===== config.mk =====
export PLATFORM = sky130hd
export DESIGN_NAME = mlp_front
export DESIGN_NICKNAME = d
export VERILOG_FILES = /design/src/rtl/mlp_pkg.sv /design/src/rtl/mlp_front.sv
export SDC_FILE = /design/constraint.sdc
export NUM_CORES = 1
export LEC_CHECK = 0
export ABC_AREA = 1
export BUFFER_PORTS_ARGS = -buffer_cell sky130_fd_sc_hd__buf_4
export CAP_MARGIN = 20
export CORE_UTILIZATION = 60
export CTS_CLUSTER_DIAMETER = 120
export CTS_CLUSTER_SIZE = 25
export DETAILED_ROUTE_END_ITERATION = 10
export PLACE_DENSITY = 0.91
export SYNTH_ARGS = -nofsm -noshare
export SYNTH_HDL_FRONTEND = slang
export SYNTH_SLANG_ARGS = --single-unit

===== constraint.sdc =====
create_clock -name clk -period 4.3 [get_ports clk]
set_input_delay 0.215 -clock clk [delete_from_list [all_inputs] [get_ports clk]]
set_output_delay 0.215 -clock clk [all_outputs]
set_load 0.01 [all_outputs]

===== src/rtl/mlp_pkg.sv =====
// mlp_pkg: shared types, constants and tanh table function for mlp_tanh_forward.
// No dependencies.
package mlp_pkg;

	typedef enum logic [1:0] {
		REQ_WEIGHT = 2'd0,
		REQ_BIAS   = 2'd1,
		REQ_SAMPLE = 2'd2,
		REQ_NONE   = 2'd3
	} req_type_t;

	typedef enum logic [2:0] {
		CFG_NUM_LAYERS = 3'd0,
		CFG_SIZE0      = 3'd1,
		CFG_SIZE1      = 3'd2,
		CFG_SIZE2      = 3'd3,
		CFG_SIZE3      = 3'd4
	} cfg_reg_t;

	typedef enum logic [2:0] {
		ST_IDLE,
		ST_BIAS,
		ST_MAC,
		ST_DRAIN,
		ST_POST,
		ST_EMIT,
		ST_CLEAR
	} eng_state_t;

	localparam int IDX_W   = 10;
	localparam int VAL_W   = 16;
	localparam int OUT_W   = 14;
	localparam int OIDX_W  = 4;
	localparam int ACC_W   = 40;
	localparam int CFGD_W  = 5;
	localparam int CFGI_W  = 3;

	// queue entry between front and back end
	typedef struct packed {
		logic [1:0]       req_type;
		logic [IDX_W-1:0] index;
		logic [VAL_W-1:0] value;
		logic             final_sample;
	} req_t;

	// configuration write beat
	typedef struct packed {
		logic [CFGI_W-1:0] index;
		logic [CFGD_W-1:0] value;
	} cfg_t;

	// result beat
	typedef struct packed {
		logic signed [OUT_W-1:0] out_value;
		logic [OIDX_W-1:0]       out_index;
		logic                    out_last;
	} rsp_t;

	// tanh at p, rounded to the nearest Q4.12 value: evaluated at elaboration only
	function automatic logic signed [VAL_W-1:0] tanh_entry(input real p);
		real t;
		int  r;
		begin
			t = $tanh(p);
			r = $rtoi(t * 4096.0 + (t < 0.0 ? -0.5 : 0.5));
			tanh_entry = VAL_W'(r);
		end
	endfunction

endpackage


===== src/rtl/mlp_front.sv =====
// mlp_front: accepts request beats, classifies them, queues them for the back end.
// Depends on mlp_pkg.
module mlp_front import mlp_pkg::*; (
	input  logic       clk,
	input  logic       arst_n,
	input  logic       in_valid,
	output logic       in_ready,
	input  req_t       in_req,
	output logic       q_valid,
	input  logic       q_ready,
	output req_t       q_req
);
	localparam int QD = 4;
	req_t       mem_q [QD];
	logic [1:0] wp_q, rp_q;
	logic [2:0] cnt_q;
	logic       push, pop, keep;

	// type 3 beats are dropped at the door
	assign keep     = in_req.req_type != REQ_NONE;
	assign in_ready = cnt_q != 3'(QD);
	assign push     = in_valid && in_ready && keep;
	assign q_valid  = cnt_q != 3'd0;
	assign pop      = q_valid && q_ready;
	assign q_req    = mem_q[rp_q];

	always_ff @(posedge clk) begin
		if (push) mem_q[wp_q] <= in_req;
	end

	always_ff @(posedge clk or negedge arst_n) begin
		if (!arst_n) begin
			wp_q <= '0; rp_q <= '0; cnt_q <= '0;
		end else begin
			if (push) wp_q <= wp_q + 2'd1;
			if (pop) rp_q <= rp_q + 2'd1;
			cnt_q <= cnt_q + 3'(push) - 3'(pop);
		end
	end
endmodule


# Yosys cells after proc, flatten, opt, wreduce, memory -nomap -nowiden
# Memories as Yosys holds them, arrays and structs flattened.
# Index checks and enable logic that the tools add are counted.
# totals
regBits,7
ramBits,116
inputBits,33
out_inout_bits,31
word_cells,16
mem_count,1
# mem_list
name,words,width,rd,rd_clocked_by_memory_dff,wr,line,source
mem_q,4,29,1,0,1,mlp_front.sv:14,req_t mem_q [QD];
# classes
n_addsub,4
n_eq_ne,2
mux,2
n_reduce_logical,4
# op_table
cell,n
$add A2 B1 Y2 const B,2
$add A3 B1 Y3,1
$logic_and A1 B1 Y1,3
$ne A3 B3 Y1 const B,1
$reduce_bool A3 Y1,1
$sub A3 B1 Y3,1
$mux W1,2
$ne A2 B2 Y1 const B,1

# Depth between registers and ports, before layout
# Gate-level depths: netlist (run 1).
# depth
word_depth,5
mapped_depth,12
depth_no_buf,12

# Worst setup path before layout (run 1)
# OpenSTA, ideal clock, no wires.
# synth_path
kind,register to register
start,register cnt_q[1]
end,memory mem_q[0][0] (netlist name) (enable)
setup_time_ps,415
arrival_time_ps,2039
required_ps,3885
slack_ps,1846
stages_incl_launch_ff,5
path_buffers,0
synth_period_minus_slack_ps,2454
cell_sequence,dfrtp_1 -> inv_1 -> nand3_1 -> nand2_1 -> nor2_1
# synth_via
elab_chain_len,5
# synth_rtl
element,line,source
from (decl),mlp_front.sv:16,logic [2:0] cnt_q;
from (signal assigned),mlp_front.sv:37,cnt_q <= cnt_q + 3'(push) - 3'(pop);
$ne A3 B3 Y1,mlp_front.sv:21,assign in_ready = cnt_q != 3'(QD);
net in_ready,mlp_front.sv:7,"output logic in_ready,"
$logic_and A1 B1 Y1 (2 in series),mlp_front.sv:22,assign push = in_valid && in_ready && keep;
$mux W1,mlp_front.sv:28,if (push) mem_q[wp_q] <= in_req;
$mux W1 (not written as such),mlp_front.sv:28,
to (decl),mlp_front.sv:14,
# The timed path passes the listed nets, and every way through them passes these cells.

==> results.yml, run 1 <==
clocking:
  cts_tree: "built"
  clkLatencyLatePin_ns: 0.51
  clk_path_buf_depth: 2
  clock-sinks: 123
  clockRootBuffer: "clkbuf_8"
  cts_setup_buffers: 0
  clk_pin_slew_ns: 0.06
  htreeDepth: 4
  cts_buffers: 17
die:
  die_y_um: 94.9
  die_w_um: 94.9
  rows: 33
  core_um2: 8300
  start_util: 0.624
  die_area_um2: 9000
  io_pins: 64
global_route:
  grt_use_met1: 0.293
  grt.met2_usage: 0.412
  antenna_found_initial: 0
  track_usage: 0.242
  grt_pass1_wl_mm: 15.3
  grt_overflow: 0
  busiest_layer: "met2"
  grt_pass1_vias: 3204
  grt_max_degree: 118
  use_met3: 0.0548
worst_setup_path:
  critPathKind: "flop to primary output"
  crit_end: "q_req[17]"
  crit_path_start: "rp_q[0]"
  reg2reg_setup_slack_ns: 2.01
  cp.required_ns: 4.09
  arrival_ns: 2.32
  start_kind: "flop"
  cp_max_fo: 64
  rr_endpoint: "cnt_q[2]"
  reg2reg_from: "cnt_q[1]"
  ff2ff_path_depth: 10
  end_kind: "primary output"
yosys:
  synth_cell_type_count: 16
  syn_inst: 398
  syn_area_um2: 5180
  yosysWarningCount: 0
  ys_seq_area_frac: 0.707
  avgSynthCellArea_um2: 13.0
  synth_nets: 438
  ys_seq_elements: 123
pwr:
  ir_worst_vdd_uv: 574
  power_density_nw_per_um2: 703
  cellLeakagePower_nw: 2.81
place:
  place_hpwl_mm: 5.25
  place_ws_ns: 2.05
  gp_congestion: 0.832
  port_buffers: 63
timing:
  period_share: 0.590
  worst_pin_slew_ns: 0.967
  fmax_mhz: 394
  tns_ns: 0
  relSlewSlack: 0.354
  rsz0062_at_grt: "no"
  finalSetupViolations: 0
  drv_slew: 0
  fin_ws_ns: 1.76
  finalHoldViolCount: 0
  clock_skew_ns: 0.00828
  min_period_ns: 2.54
drt:
  ant_nets: 0
  vias: 3282
  wl_per_cell_um: 16.8
  drc: 0
  viasPerCell: 5.36
  drt_pass1_iterations: 4
  drt-initial-drc-count: 178
  drt_wl_total_mm: 10.3
layout:
  n_antenna_cell: 0
  layout_common_cells: "edfxtp_1, nand2_1, inv_1"
  final_nets: 535
  area_growth_pct: 29.2
  final.fill_count: 409
  final_common_cell: "edfxtp_1"
  drive_above_1_share: 0.270
status:
  status: "finished clean"
flow_run:
  maxCapViolations: 0
worst_hold_path:
  min_path_type: "input pin to async pin"
cell families (layout without fill, tap and decap cells):
logic type,count (synthesis),in the layout,synth area share
fa+ha+maj,7,7,0.0184
flops,123,123,0.707
buf+inv,94,203,0.0766
simple gates,115,115,0.0851
compound gates,59,59,0.113
critical path: stages, from the launching register on:
cell	delay [ns]
dfrtp_1	0.41
inv_4	0.48
buf_16	0.34
nand2_1	0.13
o211ai_1	0.15
nand2_1	0.11
buf_4	0.16
worst min-delay path by stage:
stage                     endpoint  slack, ns
after global routing       rp_q[1]       0.05
final                     cnt_q[1]       0.05
after floorplan           cnt_q[0]      -0.08
after detailed placement   rp_q[0]       0.03
after global placement     rp_q[0]       0.03
after CTS                  wp_q[1]       0.04
routing by layer:
metal  routed length, µm  part of all wire  vias up
li1                    -                 -     1564
met1                4190              0.41     1584
met2                5380              0.52      120
met3                 589             0.057       14
met4                 127             0.012        0
met5                   0                 0        -
stage by stage:
step / hold WS (ns) / area, µm² / power, mW / util / cells
4_1_cts: 0.0392 / 6660 / 4.69 / 0.803 / 611
3_5_place_dp: 0.0348 / 5710 / 3.11 / 0.688 / 549
5_1_grt: 0.0512 / 6690 / 4.93 / 0.806 / 612
3_3_place_gp: 0.0319 / 5710 / 3.05 / 0.688 / 549
2_1_floorplan: -0.0806 / 5180 / 2.59 / - / 398
6_report: 0.0524 / 6690 / 4.70 / 0.806 / 612
cell usage after synthesis:
| cell type | number | area [µm²] |
|---|---|---|
| ha_1 | 6 | 75.1 |
| nand3_1 | 7 | 35.0 |
| dfrtp_1 | 7 | 175 |
| edfxtp_1 | 116 | 3480 |
| nand2_1 | 104 | 390 |
| a21oi_1 | 1 | 5.00 |
| fa_1 | 1 | 20.0 |
| buf_1 | 2 | 7.51 |
| o211ai_2 | 29 | 363 |
| buf_6 | 4 | 45.0 |
| inv_2 | 9 | 33.8 |
| buf_2 | 11 | 55.1 |
| clkbuf_1 | 1 | 3.75 |
| nor2_1 | 4 | 15.0 |
| o211ai_1 | 29 | 218 |
| inv_1 | 67 | 251 |
sequential cells by signal, indices dropped and copies added, names as in the netlist:
signal and cells:
wp_q 2, cnt_q 3, mem_q 116, rp_q 2
report_power, final:
part           switching, mW  total (mW)  internal (mW)
combinational          0.950        1.56          0.608
sequential            0.0763        1.61           1.53
clock                  0.489        1.54           1.05
total                   1.52        4.70           3.19
layout make-up:
class | count | area (µm²) | share of cell area
clock inverters | 13 | 224 | 0.0335
inverters | 76 | 288 | 0.0430
multi-input cells | 181 | 1150 | 0.172
clock buffers | 18 | 418 | 0.0625
well taps | 105 | 131 | 0.0196
flip-flops and latches | 123 | 3660 | 0.547
repair buffers | 96 | 818 | 0.122
what timing repair did:
item,in CTS,in global routing
endpoints found under the hold margin,124,0
hold buffers,31,0
gates resized for setup,0,0
(Power assumes the default switching activity.)
==> inputs of run 2 (changes only) <==
- CORE_UTILIZATION: 60 -> 52
- PLACE_DENSITY: 0.91 -> 0.85
- clock period: 4.3 -> 2.09 ns (I/O delays scaled with it)
==> run 2 against run 1 <==
Net effect: hold slack better by 0.28 ns; via count down 0.55%; largest power group is now combinational logic; count of clock-buffer cells in the layout down 1; worst setup slack worse by 1.6 ns; sequential share of layout area down 0.95 points.
==> results.yml, run 2 (synthesis gave the netlist of run 1 again) <==
drt:
  drt-initial-drc-count: 128
  wl_met2_mm: 5.60
  drt_pass1_iterations: 4
  drt_wl_total_mm: 10.2
  wl_met3_um: 373
  viasPerCell: 4.99
  wl_per_cell_um: 15.5
  vias: 3264
  wl_met1_mm: 4.05
  ant_nets: 0
  drc: 0
  maxUsedRoutingLayer: "met4"
layout:
  utilization: 0.700
  final_nets: 549
  n_antenna_cell: 0
  drive_above_1_share: 0.290
  largest_reg_flops: 116
  final.fill_count: 643
  area_growth_pct: 31.5
  reg_top3: "mem_q: 116 flops, cnt_q: 3 flops"
  final_area_um2: 6810
  regMostFlops: "mem_q"
  layout_common_cells: "edfxtp_1, nand2_1, buf_4"
  final_common_cell: "edfxtp_1"
pwr:
  ir_worst_vdd_uv: 932
  cellLeakagePower_nw: 2.85
  finalPower_mw: 9.48
  intPower_mw: 6.32
  power_switching_mw: 3.16
  switching_share: 0.333
  power_density_nw_per_um2: 1390
  clock_power_share: 0.295
  p_seq_frac: 0.349
  p_comb_frac: 0.356
global_route:
  grt_overflow: 0
  grt_pass1_wl_mm: 15.9
  track_usage: 0.215
  grt_pass1_vias: 3351
  antenna_found_initial: 0
  grt_max_degree: 38
worst_setup_path:
  cpLargestDelayFamily: "buffers and inverters"
  start_kind: "flop"
  cp.required_ns: 1.99
  crit_chain: "inv_2 -> buf_12 -> o211ai_2 -> nand2_1 -> buf_4"
  critPathKind: "flop to primary output"
  end_kind: "primary output"
  arrival_ns: 1.84
  cp_slowest_cell: "dfrtp_1"
  critPathBufInv: 3
  slowest_delay_ns: 0.39
  cp_max_fo: 18
place:
  postPlaceCellArea_um2: 5900
  port_buffers: 63
  place_hpwl_mm: 5.93
  gp_congestion: 0.788
flow_run:
  maxCapViolations: 0
timing:
  fin_hold_ws_ns: 0.335
  worst_pin_slew_ns: 0.411
  fmax_mhz: 514
  relSlewSlack: 0.726
  clock_skew_ns: 0.0129
  finalHoldViolCount: 0
  period_share: 0.931
  min_period_ns: 1.95
  finalSetupViolations: 0
  drv_slew: 0
  tns_ns: 0
clocking:
  htreeDepth: 4
  cts_tree: "built"
  clk_path_buf_depth: 2
  cts_buffers: 17
  cts_setup_buffers: 0
  clock-sinks: 123
  clkLatencyLatePin_ns: 0.52
  clk_pin_slew_ns: 0.06
  clockRootBuffer: "clkbuf_8"
die:
  die_y_um: 102
  die_area_um2: 10400
  io_pins: 64
  core_um2: 9730
  die_w_um: 102
  rows: 36
  start_util: 0.532
worst_hold_path:
  min_path_type: "input pin to flop"
status:
  status: "finished clean"
## run 2: cell types whose count changed in the layout (fill, tap and decap cells not counted), sizes merged
cell	before	now
dlygate4sd3	31	33
clkbuf	18	17
clkinv	6	10
clkinvlp	1	2
buf	65	76
bufinv	6	3
## run 2: timing repair
action                                  4_1_cts  5_1_grt
endpoints found under the setup margin        0       15
gates resized for setup                       0        5
hold buffers                                 33        0
hold endpoints to repair                    127        0
## run 2: metal layers
metal,track usage,vias to the layer above
met1,0.245,1569
li1,-,1592
met2,0.382,86
met3,0.0531,17
met4,0.0959,0
met5,0,-
## run 2: final timing paths
check	startpoint	to	slack, ns	cells past startpoint
max	rp_q[1]	q_req[25]	0.14	5
min	in_req[23]	mem_q[0][23]	0.33	2
max reg2reg	cnt_q[1]	cnt_q[2]	0.14	11
min reg2reg	cnt_q[0]	cnt_q[0]	0.53	1
max in group asynchronous	arst_n	rp_q[0]	1.25	3
min in group asynchronous	arst_n	wp_q[1]	0.56	3
## run 2: area by class of cell
| class | count | area (µm²) | area share |
|---|---|---|---|
| Sequential cell | 123 | 3660 | 0.537 |
| Inverter | 76 | 290 | 0.0426 |
| Clock buffer | 17 | 414 | 0.0608 |
| Multi-Input combinational cell | 181 | 1160 | 0.170 |
| Timing Repair inverter | 1 | 5.00 | 0.000735 |
| Tap cell | 133 | 166 | 0.0244 |
| Timing Repair Buffer | 109 | 963 | 0.141 |
| Clock inverter | 14 | 154 | 0.0226 |
## run 2: through the flow
step | worst slack [ns] | instances
global placement | 0.202 | 589
finish | 0.143 | 654
CTS | 0.00174 | 653
global route | -0.0114 | 654
floorplan | -0.364 | 398
detailed placement | 0.0822 | 589
## run 2: power by group through the flow
| stage | logic (mW) | clock network (mW) | registers, mW |
|---|---|---|---|
| 2_1_floorplan | 2.01 | 0 | 3.32 |
| 3_3_place_gp | 3.19 | 0 | 3.31 |
| 3_5_place_dp | 3.29 | 0 | 3.34 |
| 4_1_cts | 3.38 | 2.83 | 3.29 |
| 5_1_grt | 3.71 | 2.94 | 3.34 |
| 6_report | 3.37 | 2.80 | 3.31 |
